File: config.mk
export PLATFORM = sky130hd
export DESIGN_NAME = tun_div_cell
export DESIGN_NICKNAME = d
export VERILOG_FILES = /design/src/rtl/tun_pkg.sv /design/src/rtl/tun_div_cell.sv
export SDC_FILE = /design/constraint.sdc
export NUM_CORES = 1
export LEC_CHECK = 0
export BUFFER_PORTS_ARGS = -buffer_cell sky130_fd_sc_hd__buf_2
export CAP_MARGIN = 20
export CORE_AREA = 3 3 251 253
export CTS_CLUSTER_SIZE = 16
export DETAILED_ROUTE_END_ITERATION = 6
export DIE_AREA = 0 0 254 256
export PLACE_DENSITY = 0.51
export SKIP_LAST_GASP = 1
export SYNTH_ARGS = -nofsm -noshare
export SYNTH_HDL_FRONTEND = slang
export SYNTH_SLANG_ARGS = --single-unit
File: constraint.sdc
create_clock -name clk -period 4.9 [get_ports clk]
set_input_delay 0.98 -clock clk [delete_from_list [all_inputs] [get_ports clk]]
set_output_delay 0.98 -clock clk [all_outputs]
set_load 0.02 [all_outputs]
File: src/rtl/tun_pkg.sv
// Shared types and widths for the triangle unit-normal pipeline.
// No dependencies.
`timescale 1ns / 1ps
package tun_pkg;
  localparam int unsigned CoordW = 32;
  localparam int unsigned OutW   = 32;
  localparam int unsigned CrossW = 67;
  localparam int unsigned MagW   = 66;
  localparam int unsigned TW     = 31;
  localparam int unsigned SumW   = 64;
  localparam int unsigned RootW  = 32;
  localparam int unsigned QW     = 31;
  localparam int unsigned NumDepth = 12;

  // Data that each square-root cell hands to its neighbor.
  typedef struct packed {
    logic [2:0]      neg;
    logic            degen;
    logic [TW-1:0]   tx;
    logic [TW-1:0]   ty;
    logic [TW-1:0]   tz;
    logic [SumW-1:0] rem;
    logic [RootW-1:0] root;
  } sq_cell_t;
endpackage

File: src/rtl/tun_div_cell.sv
// One restoring division step for three quotients at once.
// Depends on tun_pkg.
`timescale 1ns / 1ps
module tun_div_cell (
  input  logic                       clk,
  input  logic                       rst_n,
  input  logic                       en,
  input  logic                       vld_i,
  input  logic [tun_pkg::RootW-1:0]  den_i,
  input  logic [2:0]                 neg_i,
  input  logic                       degen_i,
  input  logic [3*(tun_pkg::RootW+1)-1:0] rem_i,
  input  logic [3*tun_pkg::QW-1:0]   q_i,
  input  logic [3*tun_pkg::QW-1:0]   num_i,
  output logic                       vld_o,
  output logic [tun_pkg::RootW-1:0]  den_o,
  output logic [2:0]                 neg_o,
  output logic                       degen_o,
  output logic [3*(tun_pkg::RootW+1)-1:0] rem_o,
  output logic [3*tun_pkg::QW-1:0]   q_o,
  output logic [3*tun_pkg::QW-1:0]   num_o
);
  localparam int unsigned RW = tun_pkg::RootW + 1;
  localparam int unsigned QW = tun_pkg::QW;
  logic [3*RW-1:0] rem_nxt;
  logic [3*QW-1:0] q_nxt;
  logic vld_r, degen_r;
  logic [tun_pkg::RootW-1:0] den_r;
  logic [2:0] neg_r;
  logic [3*RW-1:0] rem_r;
  logic [3*QW-1:0] q_r, num_r;

  // shift in the next numerator bit, subtract when it fits
  always_comb begin
    for (int i = 0; i < 3; i++) begin
      logic [RW-1:0] sh;
      sh = {rem_i[i*RW +: RW-1], num_i[i*QW + QW-1]};
      if (sh >= {1'b0, den_i}) begin
        rem_nxt[i*RW +: RW] = sh - {1'b0, den_i};
        q_nxt[i*QW +: QW]   = {q_i[i*QW +: QW-1], 1'b1};
      end else begin
        rem_nxt[i*RW +: RW] = sh;
        q_nxt[i*QW +: QW]   = {q_i[i*QW +: QW-1], 1'b0};
      end
    end
  end

  always_ff @(posedge clk) begin
    if (!rst_n) begin
      vld_r <= 1'b0;
    end else if (en) begin
      vld_r <= vld_i;
    end
  end
  always_ff @(posedge clk) begin
    if (en) begin
      den_r   <= den_i;
      neg_r   <= neg_i;
      degen_r <= degen_i;
      rem_r   <= rem_nxt;
      q_r     <= q_nxt;
      for (int i = 0; i < 3; i++) begin
        num_r[i*QW +: QW] <= {num_i[i*QW +: QW-1], 1'b0};
      end
    end
  end
  assign vld_o = vld_r; assign den_o = den_r; assign neg_o = neg_r;
  assign degen_o = degen_r; assign rem_o = rem_r; assign q_o = q_r;
  assign num_o = num_r;
endmodule

# [After elaboration in Yosys (flattened, before gate mapping)]
# Index checks and enable logic that the tools add are counted.
[totals] register_bits=319 latchBits=0 ramBits=0 mem_bits_ro=0 inputBits=325 out_inout_bits=322 wordCells=19 mem_count=0
[op_classes] n_addsub=3 n_mul=0 n_div=0 n_lt_le_gt_ge=3 n_eq_ne=0 shift=0 muxes=6 bitwise_logic=0 n_reduce_logical=0
[ops] cell="$ge 33x32->1" n=3
[ops] cell="$mux 33" n=3
[ops] cell="$sub 33x32->33" n=3
[ops] cell="$mux 1" n=3

# [Depth between registers and ports, before layout]
[depth] depth_word=2 depth_mapped=14 depth_no_buf=12

# [Least setup slack after synthesis]
# OpenSTA, ideal clock, no wires.
[synth_timing] kind="in2reg" startpoint="input port den_i[3] (netlist bit)" endpoint="register rem_r[98], in the netlist rem_o[98] (data pin)" setup_ps=260 arrival_ps=3318 required_time_ps=4640 slack_ps=1322 path_stages=11 n_path_buf=0 path_cell_list="inv_1 -> ha_1 -> o211ai_2 -> a21oi_2 -> o41ai_4 -> o31ai_4 -> a31oi_4 -> o21ai_2 -> a211o_1 -> a41oi_1 -> mux2_2"
[synth_via] elab_chain_cells=2 elab_cells_between_ends=3 classes_between="add/sub: 1; order compare: 1; mux: 1"
[synth_rtl] element="start: declaration" line_no="tun_div_cell.sv:9" source="input logic [tun_pkg::RootW-1:0] den_i,"
[synth_rtl] element="$sub 33x32->33 / $ge 33x32->1 (equally long branches)" line_no="tun_div_cell.sv:39, tun_div_cell.sv:38"
[synth_rtl] element="$mux 33 (*)" line_no="tun_div_cell.sv:38" source="if (sh >= {1'b0, den_i}) begin"
[synth_rtl] element="net rem_nxt[98]" line_no="tun_div_cell.sv:25" source="logic [3*RW-1:0] rem_nxt;"
[synth_rtl] element="end signal: assignment" line_no="tun_div_cell.sv:60" source="rem_r <= rem_nxt;"
[synth_rtl] element="end: declaration" line_no="tun_div_cell.sv:30" source="logic [3*RW-1:0] rem_r;"
# The timed path passes the listed nets; every way through them passes the cells marked *.
# A chain may end at the register's enable or synchronous reset.

# [Worst setup path after layout]
[layout_timing] startpoint="input port den_i[12] (netlist bit)" endpoint="register rem_r[41], in the netlist rem_o[41] (data pin)"
[layout_via] elab_chain_cells=2
[layout_rtl] element="$ge 33x32->1" line_no="tun_div_cell.sv:38"
[layout_rtl] element="$mux 33" line_no="tun_div_cell.sv:38"
[layout_rtl] element="net rem_nxt[41]" line_no="tun_div_cell.sv:25"
# The timed path passes the listed nets, and every way through them passes these cells.

==> impl_metrics.csv <==
group,metric,value,unit
cells_and_area,regArea,9569,sq um
die,pin_count,647,
placed_design,dp_hpwl,54300,um
setup_path,required,5.21,ns
clocking,clk_pin_slew,0.06,ns
die,initial_utilization,0.2616,
die,die_area,65020,sq um
drt,drtIter0Drc,706,
sta,finClkSkew,0,ns
setup_path,crit_path_top_delay_cell,"nor4_1",
clocking,tritoncts,"done",
sta,period_share,0.8007,
job,maxCapViolations,0,
setup_path,path_delay_family,"simple AND/OR/NAND/NOR gates",
grt,top_usage_layer,"met2",
synth,synth-edff-count,318,
grt,gr-usage-met2,0.3630,
drt,ant_nets,0,
sta,fmax,254.9,MHz
drt,post-route-drc-count,0,
power_and_ir_drop,p_per_area,384.8,nW/um^2
cells_and_area,fin_nets,2353,
drt,avgViaCountPerCell,4.785,
die,num_rows,91,
setup_path,cp-start-kind,"input pin",
synth,async_reset_ff_frac,0,
clocking,postCtsSetupBuffers,0,
setup_path,critPathMaxStageDelay,0.62,ns
synth,synthFlopType,"edfxtp_1",
run_status,status,"finished, final reports clean",
power_and_ir_drop,p_leak,9.289,nW
synth,synth_cell_types,76,
drt,drt_wl_total,66630,um
clocking,cts-hold-fix-buffers,0,
cells_and_area,fillers,6232,
grt,grt_start_max_net_pins,90,
grt,antenna_found_initial,35,
grt,use_met3,0.06199,
cells_and_area,syn_to_final_growth,33.53,%
setup_path,crit_cells,12,
clocking,cts_buffer_depth,3,
drt,drt-pass1-iter-count,7,
grt,gr-total-overflow,0,
setup_path,crit_type,"input pin to flop",
placed_design,portBuffers,637,
setup_path,worst_setup_path_end_kind,"flop",
grt,grt_usage,0.1972,
grt,grt_pass1_vias,13458,
clocking,root_buffer,"clkbuf_16",
sta,setup_viol,0,
sta,rsz0062_at_grt,"no",
die,coreArea,61260,sq um
sta,whs,0.5187,ns
setup_path,critPathBufInv,4,
sta,fin_ws,0.9768,ns
clocking,clk_latency,0.55,ns
cells_and_area,multiInputGateArea,5983,sq um
synth,synth_area,16020,sq um
grt,grt_pass1_wl,93370,um
setup_path,worst_path_most_repeated_cell,"nor4_1",
sta,final_max_slew_viol_count,0,
setup_path,cp.arrival,4.23,ns
placed_design,place_worst_setup_slack,0.4503,ns
drt,vias,13179,
synth,ys_ff_latch,319,
sta,hold_violations,0,
sta,min_period,3.923,ns
synth,avgSynthCellArea,12.49,sq um
sta,worst_slew_pin_slew,0.7926,ns
setup_path,critPathMaxFanout,37,
synth,synth_cells,1283,
sta,setup_tns,0,ns
sta,slew-limit-headroom,0.4667,
cells_and_area,layout-drive-gt1-share,0.3862,
setup_path,crit_chain,"buf_2, inv_1, ha_1, nand4_1, nor4_1, buf_4, nand2_1, nor4_1, nor4_1, o211ai_4, buf_12, mux2_2",
clocking,post_cts_resized,0,
synth,seq_area_frac_synth,0.5972,
placed_design,gp_congestion,0.8945,
die,die_h,256,um
synth,yosysWarningCount,0,
die,die_w,254,um
power_and_ir_drop,vdd_drop_max,0.2250,mV
min_path,hold-path-cell-count,2,
clocking,clkSinkCount,319,
min_path,hp-class,"flop to flop",
setup_path,reg2regPathDepth,2,
clocking,htree_levels,2,
drt,routedWlPerCell,24.19,um
grt,use_met1,0.2062,
clocking,numCtsBuffers,41,
kinds of logic after synthesis:
family / share of synthesized area
AO/OA/AOI/OAI: 0.1430
multiplexers: 0.01944
XOR/XNOR: 0.04537
adder cells (fa/ha/maj): 0.07871
other: 0.0002340
flip-flops: 0.5972
AND/OR/NAND/NOR: 0.08558
buffers and inverters: 0.03053
registers in the layout, indices dropped and copies added (netlist names):
signal and flops:
q_o 93, degen_o 1, num_o 90, den_o 32, neg_o 3, vld_o 1
rem_o 99
final timing paths:
path	slack, ns	endpoint	startpoint
setup / recovery	0.98	rem_o[41]$_DFFE_PP_	den_i[12]
hold / removal	0.52	vld_o$_SDFFE_PN0P_	vld_o$_SDFFE_PN0P_
setup reg to reg	4.30	vld_o$_SDFFE_PN0P_	vld_o$_SDFFE_PN0P_
hold reg to reg	0.52	vld_o$_SDFFE_PN0P_	vld_o$_SDFFE_PN0P_
worst reg2reg max path, cell delays in order, from the launching register on:
cell and delay, ns:
dfxtp_1 0.31, mux2i_1 0.13, nor2b_1 0.06
final cells by class:
class / count / share of cell area
clock inverters: 22 / 0.009532
diodes: 9 / 0.001053
multi-input cells: 858 / 0.2796
well taps: 790 / 0.04620
clock buffers: 47 / 0.04900
flip-flops and latches: 319 / 0.4472
inverters: 62 / 0.01088
repair buffers: 647 / 0.1565
Yosys cell counts (9+ instances only):
library cell	number	area, sq um
nand2b_1	10	62.56
edfxtp_1	318	9549
nand2_1	85	319.1
buf_2	9	45.04
nor2b_1	16	100.1
a21oi_1	123	615.6
nand3_1	12	60.06
ha_1	96	1201
xnor2_1	52	455.4
clkbuf_1	26	97.59
nor2_1	87	326.6
inv_1	62	232.7
xor2_1	31	271.5
nand4_1	27	168.9
a21o_1	51	382.9
a31oi_1	19	118.9
mux2_2	22	247.7
o21ai_0	82	410.4
o21a_1	9	67.56
through the flow:
step,cell area (sq um),utilization,total power [mW],std cells
after floorplan,16030,-,4.612,1285
after global placement,20120,0.3285,5.407,2676
after detailed placement,20120,0.3285,5.408,2676
after CTS,21370,0.3489,8.373,2745
after global routing,21380,0.3491,8.636,2748
final,21400,0.3493,8.233,2754
power by group:
group	leakage [nW]	switching, mW	internal, mW	total (mW)
logic	5.55	1.23	0.678	1.91
clock network	0.615	1.20	1.69	2.89
registers	3.12	0.0820	3.35	3.44
total	9.29	2.51	5.72	8.23
layer usage:
metal / routed length, um / vias up
li1: - / 6148
met1: 23950 / 6366
met2: 34350 / 513
met3: 5348 / 130
met4: 2849 / 22
met5: 133 / -
cell usage in the layout, fill, tap and decap left out, types with 4 or more instances in the layout:
| master | count |
|---|---|
| buf_2 | 636 |
| edfxtp_1 | 318 |
| a21oi_1 | 123 |
| ha_1 | 96 |
| nor2_1 | 87 |
| nand2_1 | 85 |
| o21ai_0 | 82 |
| inv_1 | 62 |
| xnor2_1 | 52 |
| a21o_1 | 50 |
| clkbuf_16 | 41 |
| xor2_1 | 31 |
| nand4_1 | 27 |
| mux2_2 | 22 |
| a31oi_1 | 19 |
| nor2b_1 | 16 |
| nand3_1 | 12 |
| nand2b_1 | 10 |
| diode_2 | 9 |
| o21a_1 | 9 |
| o21bai_1 | 8 |
| nor3_1 | 8 |
| clkinv_2 | 8 |
| or2_2 | 6 |
| a211o_1 | 6 |
| and3_1 | 6 |
| clkbuf_1 | 6 |
| buf_12 | 6 |
| nor4_1 | 5 |
| a21o_2 | 5 |
| and2_1 | 5 |
| or3_1 | 4 |
| o31ai_1 | 4 |
| o2111ai_1 | 4 |
| o31a_1 | 4 |
| a211oi_1 | 4 |
| and4_1 | 4 |
| inv_6 | 4 |
| clkinv_1 | 4 |
| buf_4 | 4 |
Note: power is estimated with default switching activity, not from simulation.
