==> config.mk <==
export PLATFORM = sky130hd
export DESIGN_NAME = tun_sqrt_cell
export DESIGN_NICKNAME = d
export VERILOG_FILES = /design/src/rtl/tun_pkg.sv /design/src/rtl/tun_sqrt_cell.sv
export SDC_FILE = /design/constraint.sdc
export NUM_CORES = 1
export LEC_CHECK = 0
export ABC_CLOCK_PERIOD_IN_PS = 5070
export CAP_MARGIN = 10
export CORE_AREA = 2 2 152 154
export CTS_BUF_LIST = sky130_fd_sc_hd__clkbuf_4 sky130_fd_sc_hd__clkbuf_8
export CTS_CLUSTER_SIZE = 8
export DETAILED_ROUTE_END_ITERATION = 12
export DIE_AREA = 0 0 154 156
export DONT_BUFFER_PORTS = 1
export GPL_TIMING_DRIVEN = 0
export PLACE_DENSITY_LB_ADDON = 0.05
export SKIP_LAST_GASP = 1
export SLEW_MARGIN = 0
export SYNTH_ARGS = -nofsm -noshare
export SYNTH_HDL_FRONTEND = slang
export SYNTH_SLANG_ARGS = --single-unit
==> constraint.sdc <==
create_clock -name clk -period 5.07 [get_ports clk]
set_clock_uncertainty 0.15 [all_clocks]
set_input_delay 1.014 -clock clk [delete_from_list [all_inputs] [get_ports clk]]
set_output_delay 1.014 -clock clk [all_outputs]
set_load 0.01 [all_outputs]
==> src/rtl/tun_pkg.sv <==
// Shared types and widths for the triangle unit-normal pipeline.
// No dependencies.
`timescale 1ns / 1ps
package tun_pkg;
  localparam int unsigned CoordW = 32;
  localparam int unsigned OutW   = 32;
  localparam int unsigned CrossW = 67;
  localparam int unsigned MagW   = 66;
  localparam int unsigned TW     = 31;
  localparam int unsigned SumW   = 64;
  localparam int unsigned RootW  = 32;
  localparam int unsigned QW     = 31;
  localparam int unsigned NumDepth = 12;

  // Data that each square-root cell hands to its neighbor.
  typedef struct packed {
    logic [2:0]      neg;
    logic            degen;
    logic [TW-1:0]   tx;
    logic [TW-1:0]   ty;
    logic [TW-1:0]   tz;
    logic [SumW-1:0] rem;
    logic [RootW-1:0] root;
  } sq_cell_t;
endpackage

==> src/rtl/tun_sqrt_cell.sv <==
// One restoring square-root step; a cell in the root chain.
// Depends on tun_pkg.
`timescale 1ns / 1ps
module tun_sqrt_cell #(
  parameter int unsigned Step = 0
) (
  input  logic              clk,
  input  logic              rst_n,
  input  logic              vld_i,
  input  logic              en,
  input  tun_pkg::sq_cell_t d_i,
  output logic              vld_o,
  output tun_pkg::sq_cell_t d_o
);
  // bit position tested in this step: root bit 31-Step
  localparam int unsigned Bp = tun_pkg::RootW - 1 - Step;
  logic [tun_pkg::SumW+1:0] trial;
  logic [tun_pkg::SumW+1:0] remw;
  tun_pkg::sq_cell_t d_nxt;
  tun_pkg::sq_cell_t d_r;
  logic vld_r;

  always_comb begin
    d_nxt = d_i;
    // trial = (2*root + 2^Bp) << Bp
    trial = (({{(tun_pkg::SumW+2-tun_pkg::RootW){1'b0}}, d_i.root} << 1)
            + ({{(tun_pkg::SumW+1){1'b0}}, 1'b1} << Bp)) << Bp;
    remw = {2'b00, d_i.rem};
    if (remw >= trial) begin
      d_nxt.rem  = tun_pkg::SumW'(remw - trial);
      d_nxt.root = d_i.root | (tun_pkg::RootW'(1) << Bp);
    end
  end

  always_ff @(posedge clk) begin
    if (!rst_n) begin
      vld_r <= 1'b0;
    end else if (en) begin
      vld_r <= vld_i;
    end
  end
  always_ff @(posedge clk) begin
    if (en) begin
      d_r <= d_nxt;
    end
  end
  assign vld_o = vld_r;
  assign d_o   = d_r;
endmodule

Word level (Yosys, flattened, before mapping)
Index checks and enable logic that the tools add are counted.
{ "word_totals": {"word_cells": 13, "ff_bits": 194} }
{ "classes": {"add_sub_neg": 2, "order_cmp": 1, "muxes": 1} }
{ "op_table": {"columns": ["op", "count"], "rows": [
  ["$mux W96", 1],
  ["$ge A64 B65 Y1", 1],
  ["$sub A64 B64 Y64", 1],
  ["$add A33 B32 Y34 const B", 1]
]} }

Depth between registers and ports, before layout
Gate-level depths: netlist of the first run.
{ "depth": {"depth_word": 3, "ltp_mapped": 12, "mapped_depth_nobuf": 11} }

Worst setup path before layout of the first run
OpenSTA, ideal clock, no wires.
{ "synth_path": {"path_kind": "input-to-reg", "from": "input port d_i[30] in the netlist's numbering", "to": "register d_r (netlist bit d_o[68]) (data pin)", "arrival_time_ps": 3628, "required_ps": 4660, "path_buffers": 1, "path_slack_ps": 1031, "path_stages": 11, "cell_sequence": "ha_1 -> inv_1 -> ha_1 -> or4b_1 -> nor4_1 -> nand4_1 -> nor4_1 -> a311oi_1 -> a211oi_4 -> buf_6 -> mux2_4"} }
{ "synth_rtl": {"columns": ["element", "line_no", "text"], "rows": [
  ["start, declared", "tun_sqrt_cell.sv:11", "input tun_pkg::sq_cell_t d_i,"],
  ["end signal, assigned", "tun_sqrt_cell.sv:44", "d_r <= d_nxt;"],
  ["end, declared", "tun_sqrt_cell.sv:20", "tun_pkg::sq_cell_t d_r;"]
]} }

==> run summary, run 1 <==
Initial Utilization = 37.3%
Post-Place Cells = 822
Pwr/cell area = 384 nW/µm²
Finished Layout Cells = 854
Via count = 4568
HP Class = register to register
Final critical-path required period = 4.13 ns
Vias in the first global route = 4508
TritonCTS Sinks = 194
Final-layout fill cell count = 2018
Global-route usage over all layers = 17.6%
Largest family of logic cells by synthesized area = compound AO/OA/AOI/OAI gates
TNS Setup = 0 ns
Synth Flop Type = edfxtp_1
DR vias/cell = 5.35
Die area = 24000 µm²
Arrival @ worst endpoint = 4.19 ns
Largest net degree at the start of global routing = 195
First-pass GRT wire length = 30800 µm
Buf+Inv Stages, Crit Path = 2
Crit path launch type = primary input
Remaining DRCs = 0
Clock buffer depth = 2
Antenna violations before repair = 0
Synth Area in Simple Gates = 6.16%
Syn nets = 768
Core ar. = 22400 µm²
Sequential area share after synthesis = 69.6%
Fraction of registers with async set/reset = 0%
Final antenna-violating net count = 0
Clock slew at reported path FFs = 0.11 ns
EDFF count, synth = 193
Leak = 3.34 nW
Nets = 787
Max_cap viols = 0
Post-cts resize count = 0
ANT cells = 0
Die span in x = 154 µm
Clk_lat worst skew = 0.46 ns
Slew @ Worst Pin = 0.545 ns
Cells after Synth = 537
Max_slew headroom = 63.5%
Post CTS Setup Buffer Count = 0
Clock root buffer = clkbuf_8
Reg2reg path depth = 2
Worst path slowest cell = a211oi_4
Peak supply drop = 0.154 mV
DR pass1 iterations = 4
Delay of the slowest cell on the worst path = 0.49 ns
Worst EP required = 5.13 ns
Port Buffer Count = 0
Unrepaired setup endpoints after global routing = no
Crit end category = register
XOR/XNOR Fraction of Synth Area = 2.73%
Io pins = 391
Most frequent cells in the layout = 193 x edfxtp_1, 39 x inv_1, 33 x ha_1
Setup CP Type = primary input to register
Synthesized cell area = 8350 µm²
GR Overflow Total = 0
Complex-gate fraction of the synthesized area = 8.14%
Synth Area in Adders = 5.18%
HPWL Detailed = 17000 µm
Yosys reg bits = 194
WP depth = 11
Crit-path cells = ha_1 > inv_1 > ha_1 > or4b_1 > nor4_1 > nand4_1 > nor4_1 > a311oi_1 > a211oi_4 > buf_6 > mux2_4
Fin. Hold Viols = 0
Endpoints failing setup = 0
Crit Path Max Fanout = 10
R2R setup slack = 4.28 ns
Hold buffers post-CTS = 0
Yosys cell types = 59
# rows = 55
Warnings, synthesis = 0
Period utilisation layout = 81.5%
DR WL/cell = 25.7 µm
Die Ht = 156 µm
Top delay family on crit path = simple AND/OR/NAND/NOR gates
CTS H-tree depth = 4
Hold Path Stages = 2
Synth Area per Inst = 15.6 µm²
Fraction of layout cells with a size suffix above 1 = 13.2%
Fmax = 0.242 GHz
DRT iter0 DRCs = 317
Status = complete, no violations
Cts bufs inserted = 17
CTS tree = yes
Final Slew Violations = 0
Syn-to-layout area delta = 9.29%
GP Congestion = 0.834
Final wirelength = 22000 µm
Most common cell after layout, fill and taps aside = edfxtp_1
Mux share of post-synthesis cell area = 5.62%
-- synth_stat cells (all sizes together) (4+ instances only) --
master  number  share of area (%)
o21a         5               0.45
edfxtp     193                 69
o21ai       14               0.84
nand2       24                1.1
mux2        30                5.3
ha          33                4.9
nand4        5               0.37
nor2        23                1.0
nor2b        6               0.45
xnor2       18                1.9
nand3       10               0.60
a31oi        4               0.30
o211ai       8               0.72
inv         39                1.8
nor4        10               0.75
buf          5               0.55
xor2         8               0.84
a21oi       28                1.7
a21o        11                1.0
clkbuf       5               0.22
a211o        4               0.42
nor3         5               0.30
-- logic make-up after synthesis --
logic type,after synthesis
AO/OA/AOI/OAI,100
buffers and inverters,49
flip-flops,194
adder cells (fa/ha/maj),34
multiplexers,33
XOR/XNOR,26
AND/OR/NAND/NOR,101
-- worst min-delay path: cells and delay by family (launching register included) --
kind / cells / cell delay, ns
AND/OR/NAND/NOR: 1 / 0.06
multiplexers: 1 / 0.13
flip-flops: 1 / 0.36
-- sequential cells by signal, summed over array words and instances (netlist names) --
| signal | flops |
|---|---|
| d_o | 193 |
| vld_o | 1 |
-- path summary, 6_finish.rpt --
path                               from  endpoint
worst max register to register    vld_o     vld_o
worst max-delay path            d_i[30]   d_o[74]
worst min register to register    vld_o     vld_o
worst min-delay path              vld_o     vld_o
-- layer usage --
| layer | part of all wire (%) | vias to the layer above | wire length [µm] | track usage, % |
|---|---|---|---|---|
| met5 | 0 | - | 0 | 0 |
| met3 | 8.9 | 21 | 1950 | 7.19 |
| li1 | - | 2097 | - | - |
| met2 | 54 | 214 | 11800 | 31.6 |
| met4 | 2.3 | 0 | 500 | 6.28 |
| met1 | 35 | 2236 | 7720 | 18.7 |
-- where the power goes --
group          total [W]  internal [W]  switching, W
clock network    0.00104      0.000391      0.000650
logic           0.000374      0.000182      0.000191
registers        0.00209       0.00194      0.000147
total            0.00350       0.00251      0.000988
-- metrics by stage --
step | util (%) | total power, W | setup WS [ns] | area (µm²) | hold WS (ns)
2_1_floorplan | - | 0.00239 | 1.03 | 8350 | 0.388
3_3_place_gp | 38.9 | 0.00250 | 0.334 | 8710 | 0.413
3_5_place_dp | 38.9 | 0.00250 | 0.296 | 8710 | 0.410
4_1_cts | 40.8 | 0.00356 | 0.820 | 9130 | 0.427
5_1_grt | 40.8 | 0.00365 | 0.744 | 9130 | 0.437
6_report | 40.8 | 0.00350 | 0.939 | 9130 | 0.425
-- layout make-up --
type / count / area (µm²) / share of cell area (%)
tap: 285 / 357 / 3.91
multi-input combinational: 294 / 2320 / 25.5
buffer: 10 / 65.1 / 0.713
inverter: 39 / 146 / 1.60
clock inverter: 14 / 178 / 1.95
sequential: 194 / 5820 / 63.7
clock buffer: 18 / 241 / 2.65
Note: power is estimated with default switching activity, not from simulation.
==> run 2, diff against run 1 <==
--- a/config.mk
+++ b/config.mk
@@ -5,13 +5,14 @@
 export SDC_FILE = /design/constraint.sdc
 export NUM_CORES = 1
 export LEC_CHECK = 0
-export ABC_CLOCK_PERIOD_IN_PS = 5070
+export ABC_AREA = 1
+export ABC_CLOCK_PERIOD_IN_PS = 4100
 export CAP_MARGIN = 10
-export CORE_AREA = 2 2 152 154
+export CORE_ASPECT_RATIO = 0.6
+export CORE_UTILIZATION = 48
 export CTS_BUF_LIST = sky130_fd_sc_hd__clkbuf_4 sky130_fd_sc_hd__clkbuf_8
 export CTS_CLUSTER_SIZE = 8
 export DETAILED_ROUTE_END_ITERATION = 12
-export DIE_AREA = 0 0 154 156
 export DONT_BUFFER_PORTS = 1
 export GPL_TIMING_DRIVEN = 0
 export PLACE_DENSITY_LB_ADDON = 0.05
==> constraint.sdc (replaced) <==
create_clock -name clk -period 4.1 [get_ports clk]
set_clock_uncertainty 0.15 [all_clocks]
set_input_delay 0.82 -clock clk [delete_from_list [all_inputs] [get_ports clk]]
set_output_delay 0.82 -clock clk [all_outputs]
set_load 0.01 [all_outputs]
==> run 2 against run 1 <==
- highest routed layer unchanged
- synthesized cell count is 68% higher
- register-to-register slack got worse by 1.0 ns
- critical endpoint is now d_o[95]
- worst setup slack improved by 0.51 ns
- clock power grew 27%
- power up 27%
- non-clock buffer count is the same
- global-route usage rose by 6.8 points
- critical path type unchanged
- worst hold slack worse by 0.15 ns
- routed wire length rose by 10%
- critical path depth rose by 1
==> run summary, run 2 <==
Nets = 1154
CTS H-tree depth = 4
DRT iter0 DRCs = 413
CTS tree = yes
Most common cell after layout, fill and taps aside = nand2_1
Final wirelength = 24200 µm
Peak supply drop = 0.232 mV
R2R setup slack = 3.26 ns
Synth Area per Inst = 10.2 µm²
Io pins = 391
Comb power frac = 12.1%
Status = complete, no violations
Via count = 6019
Worst EP required = 4.18 ns
Period utilisation layout = 64.6%
DR WL/cell = 20.6 µm
HPWL Detailed = 19500 µm
Clk pwr share = 29.8%
Commonest cells in the netlist = 298 x nand2_1, 193 x edfxtp_1, 168 x inv_1, 56 x nand3_1, 50 x nor2_1
Reg power frac = 58.2%
Clock slew at reported path FFs = 0.10 ns
Synthesized cell area = 9210 µm²
Hold Startpoint = d_i[32]
Pwr Total = 0.00443 W
Arrival @ worst endpoint = 2.73 ns
Initial Utilization = 50.1%
GP Congestion = 0.895
Unrepaired setup endpoints after global routing = no
DR pass1 iterations = 5
Sw Share = 27.8%
Most common cell in the netlist = nand2_1
First-pass GRT wire length = 34500 µm
Crit end category = register
Hold buffers post-CTS = 0
Clock root buffer = clkbuf_8
Max_slew headroom = 61.7%
Most frequent cells in the layout = 298 x nand2_1, 193 x edfxtp_1, 168 x inv_1
Final Slew Violations = 0
Fmax = 0.378 GHz
ANT cells = 0
Fraction of registers with async set/reset = 0%
Cells after Synth = 904
Internal power = 0.00320 W
DR vias/cell = 5.12
Clock buffer depth = 2
Core ar. = 18400 µm²
Fraction of layout cells with a size suffix above 1 = 7.48%
TritonCTS Sinks = 194
Sequential area share after synthesis = 63.1%
Cts bufs inserted = 17
EDFF count, synth = 193
Synth Flop Type = edfxtp_1
Yosys reg bits = 194
Hold Path Stages = 0
Worst path slowest cell = ha_1
Synth top area share = 62.9%
Die area = 19800 µm²
Delay of the slowest cell on the worst path = 0.32 ns
Post-cts resize count = 0
Reg2reg path depth = 2
Die Ht = 109 µm
Setup CP Type = primary input to register
Endpoints failing setup = 0
Die span in x = 181 µm
Post CTS Setup Buffer Count = 0
Fin. Hold Viols = 0
Crit-path cells = ha_1 > inv_1 > ha_1 > nand2_1 > o21ai_0 > a21oi_1 > nand2_1 > nor2_2 > nand2_8 > buf_12 > nand3_2 > nand2_1
GR Overflow Total = 0
HP Class = primary input to register
Final antenna-violating net count = 0
Vias in the first global route = 5759
# rows = 38
Cell accounting for the most synthesized area = edfxtp_1
Largest net degree at the start of global routing = 196
Syn-to-layout area delta = 7.96%
Syn nets = 1135
Hold Path End = d_o[32]
R2R Path Start = vld_o
Most used cell, CP = nand2_1
Warnings, synthesis = 0
Psw = 0.00123 W
Antenna violations before repair = 0
Crit path launch type = primary input
Leak = 4.46 nW
Final critical-path required period = 2.65 ns
Max_cap viols = 0
Max FFs per register = 193
TNS Setup = 0 ns
R2R Path End = vld_o
Synth area leaders = edfxtp_1 63%, nand2_1 12%, inv_1 6.8%
Crit Path Max Fanout = 10
Port Buffer Count = 0
Yosys cell types = 29
Remaining DRCs = 0
Global-route usage over all layers = 24.4%
Slew @ Worst Pin = 0.571 ns
Clk_lat worst skew = 0.48 ns
Pwr/cell area = 445 nW/µm²
run 2: area by class of cell:
type / count / area, µm²
Fill cell: 1636 / 8460
Sequential cell: 194 / 5820
Multi-Input combinational cell: 530 / 2680
Inverter: 170 / 638
Tap cell: 240 / 300
Clock buffer: 17 / 234
Clock inverter: 15 / 199
Buffer: 10 / 77.6
run 2: cells by family (layout without fill, tap and decap cells):
family,count (synthesis),after routing,share of synthesized area (%)
adders and majority gates,34,34,4.70
DFF,194,194,63.1
buffers and inverters,180,212,7.77
xor gates and xnor gates,14,14,1.33
AOI/OAI and AO/OA,25,25,1.39
and+or+nand+nor,457,457,21.7
run 2: power groups by stage:
| stage | combinational, W | sequential [W] | clock [W] |
|---|---|---|---|
| after floorplan | 0.000394 | 0.00258 | 0 |
| after global placement | 0.000526 | 0.00263 | 0 |
| after detailed placement | 0.000530 | 0.00263 | 0 |
| after CTS | 0.000532 | 0.00258 | 0.00135 |
| after global routing | 0.000604 | 0.00259 | 0.00141 |
| final | 0.000534 | 0.00258 | 0.00132 |
run 2: through the flow:
step | instance area [µm²] | hold slack (ns) | utilization (%) | instances | setup slack, ns
2_1_floorplan | 9210 | 0.405 | - | 904 | 1.31
3_3_place_gp | 9510 | 0.445 | 51.7 | 1144 | 0.909
3_5_place_dp | 9510 | 0.445 | 51.7 | 1144 | 0.928
4_1_cts | 9940 | 0.238 | 54.0 | 1176 | 1.46
5_1_grt | 9940 | 0.230 | 54.0 | 1176 | 1.36
6_report | 9940 | 0.273 | 54.0 | 1176 | 1.45
run 2: layer usage:
metal / vias to the layer above / routed length (µm) / track usage [%]
met3: 18 / 2430 / 9.97
met5: - / 0 / 0
li1: 2950 / - / -
met2: 273 / 10700 / 38.2
met4: 0 / 272 / 6.35
met1: 2778 / 10700 / 31.7
run 2: worst max-delay path, delay by kind of cell:
family                     cells  cell delay, ns
buffers and inverters          2            0.22
AOI/OAI and AO/OA              2            0.26
and+or+nand+nor                6            0.84
adders and majority gates      2            0.58
run 2: worst max path at each step:
stage                  from      end  slack (ns)  cells past startpoint
global placement    d_i[30]  d_o[95]        0.91                     12
global route        d_i[64]  d_o[92]        1.36                     13
CTS                 d_i[30]  d_o[95]        1.46                     12
floorplan           d_i[30]  d_o[95]        1.31                     12
detailed placement  d_i[30]  d_o[95]        0.93                     12
finish              d_i[30]  d_o[95]        1.45                     12
==> run 3, diff against run 2 <==
--- a/config.mk
+++ b/config.mk
@@ -6,7 +6,7 @@
 export NUM_CORES = 1
 export LEC_CHECK = 0
 export ABC_AREA = 1
-export ABC_CLOCK_PERIOD_IN_PS = 4100
+export ABC_CLOCK_PERIOD_IN_PS = 2200
 export CAP_MARGIN = 10
 export CORE_ASPECT_RATIO = 0.6
 export CORE_UTILIZATION = 48
==> constraint.sdc (replaced) <==
create_clock -name clk -period 2.2 [get_ports clk]
set_clock_uncertainty 0.15 [all_clocks]
set_input_delay 0.44 -clock clk [delete_from_list [all_inputs] [get_ports clk]]
set_output_delay 0.44 -clock clk [all_outputs]
set_load 0.01 [all_outputs]
==> run 3 against run 2 <==
- combinational power up 150%
- core utilization up 9.6 points
- the flow now finishes with violations (negative hold slack)
- first-iteration DRC count up 28%
- non-clock buffer count up 169
- via count up 14%
==> run summary, run 3 (synthesis results as in run 2) <==
Final critical-path required period = 2.12 ns
Cell area after layout = 11700 µm²
HPWL Detailed = 20100 µm
Leak = 5.16 nW
Final-layout fill cell count = 1484
Pwr Total = 0.00848 W
Cts bufs inserted = 17
Status = finished with violations
Worst hold slack = -0.0714 ns
DR vias/cell = 5.08
DP Area = 9570 µm²
DR WL/cell = 20.8 µm
DR pass1 iterations = 5
First-pass GRT wire length = 40400 µm
R2R Path Start = vld_o
Worst setup path start = d_i[22]
DRT iter0 DRCs = 529
Final antenna-violating net count = 0
Fin. Hold Viols = 21
Finished Layout Cells = 1346
Failing checks = negative hold slack
Comb power frac = 15.5%
Crit Path Max Fanout = 10
Clk_lat worst skew = 0.48 ns
Period utilisation layout = 96.3%
Worst EP required = 2.38 ns
Final Slew Violations = 0
Syn-to-layout area delta = 27.2%
Most used cell, CP = nor2_4
Reg power frac = 56.7%
CTS H-tree depth = 4
Global-route usage over all layers = 28.5%
Antenna violations before repair = 0
Slew @ Worst Pin = 0.437 ns
HP Class = primary input to register
Post-Place Cells = 1144
Pwr/cell area = 724 nW/µm²
Crit path launch type = primary input
Crit end category = register
Sw Share = 28.4%
Largest net degree at the start of global routing = 196
Remaining DRCs = 0
Die Ht = 109 µm
Clock buffer depth = 2
Fmax = 0.472 GHz
Reg2reg path depth = 3
TritonCTS Sinks = 194
Peak supply drop = 0.546 mV
Max_cap viols = 0
Initial Utilization = 50.1%
GR Overflow Total = 0
Endpoints failing setup = 0
Internal power = 0.00607 W
Clk pwr share = 27.9%
Crit-path cells = inv_1 > ha_1 > nand2_2 > nor2_4 > nand2_1 > nor2_4 > nand3_1 > nor2_2 > nor2_4 > nand2_8 > buf_12 > nand3_2 > nand2_1
R2R Path End = vld_o
# rows = 38
Max FFs per register = 193
Nets = 1323
Vias in the first global route = 6673
Max_slew headroom = 70.9%
Io pins = 391
GP Congestion = 0.924
Most common cell after layout, fill and taps aside = nand2_1
CTS tree = yes
Die area = 19800 µm²
Via count = 6838
Hold buffers post-CTS = 169
Fraction of layout cells with a size suffix above 1 = 7.87%
R2R setup slack = 0.78 ns
Final wirelength = 28000 µm
Die span in x = 181 µm
Port Buffer Count = 0
Worst path slowest cell = ha_1
Clock slew at reported path FFs = 0.10 ns
Clock root buffer = clkbuf_8
Worst setup path end = d_o[95]
Core ar. = 18400 µm²
Unrepaired setup endpoints after global routing = yes
Most frequent cells in the layout = 295 x nand2_1, 193 x edfxtp_1, 169 x dlygate4sd3_1
Arrival @ worst endpoint = 2.30 ns
Post CTS Setup Buffer Count = 0
Setup CP Type = primary input to register
Delay of the slowest cell on the worst path = 0.40 ns
Psw = 0.00241 W
-- run 3: changes by cell type in the layout (fill, tap and decap cells not counted), sizes merged --
cell         before  now
bufinv            3    2
clkinvlp          1    3
dlygate4sd3       0  169
clkinv            7    4
diode             0    1
buf              10    9
inv             174  175
clkbuf           17   19
-- run 3: final cells by class --
type	instances	area (µm²)	share of cell area [%]
well taps	240	300	2.56
plain buffers	10	98.8	0.843
repair buffers	169	1690	14.4
clock inverters	14	153	1.30
inverters	170	638	5.45
clock buffers	18	241	2.06
multi-input cells	530	2780	23.7
diodes	1	2.50	0.0214
flip-flops and latches	194	5820	49.6
-- run 3: per-layer routing --
metal | part of all wire [%] | up-vias | global-route usage [%]
li1 | - | 3285 | -
met1 | 44 | 3229 | 37.1
met2 | 46 | 297 | 46.5
met3 | 8.3 | 27 | 8.78
met4 | 1.4 | 0 | 8.30
met5 | 0 | - | 0
-- run 3: how the worst min path moves through the flow --
stage	endpoint	cells past startpoint	from	slack, ns
after global placement	d_o[120]	0	d_i[120]	0.39
after global routing	d_o[113]	0	en	-0.12
after detailed placement	d_o[173]	0	d_i[173]	0.39
final	d_o[116]	0	en	-0.07
after floorplan	vld_o	1	en	0.38
after CTS	d_o[113]	0	en	-0.11
-- run 3: worst max-delay path, delay by kind of cell --
| kind | cells | cell delay, ns |
|---|---|---|
| simple gates | 10 | 1.24 |
| fa+ha+maj | 1 | 0.40 |
| buf+inv | 2 | 0.18 |
-- run 3: what timing repair did --
| item | in CTS | in global routing |
|---|---|---|
| setup endpoints to repair | 3 | 30 |
| endpoints found under the hold margin | 362 | 193 |
| pin swaps | 0 | 1 |
| gates resized for setup | 3 | 15 |
-- run 3: through the flow --
step                      hold WS, ns  util, %  TNS [ns]  setup WS (ns)
after floorplan                 0.383        -         0       0.000152
after global placement          0.389     52.0    -16.67         -0.587
after detailed placement        0.389     52.0    -15.64         -0.551
after CTS                      -0.110     63.4         0         0.0242
after global routing           -0.116     63.7   -0.0132        -0.0132
final                         -0.0714     63.7         0         0.0810
-- run 3: power by group through the flow --
stage	clock network, W	logic (W)	registers, W
after floorplan	0	0.000761	0.00481
after global placement	0	0.00102	0.00489
after detailed placement	0	0.00102	0.00489
after CTS	0.00238	0.00128	0.00481
after global routing	0.00252	0.00146	0.00483
final	0.00236	0.00131	0.00481
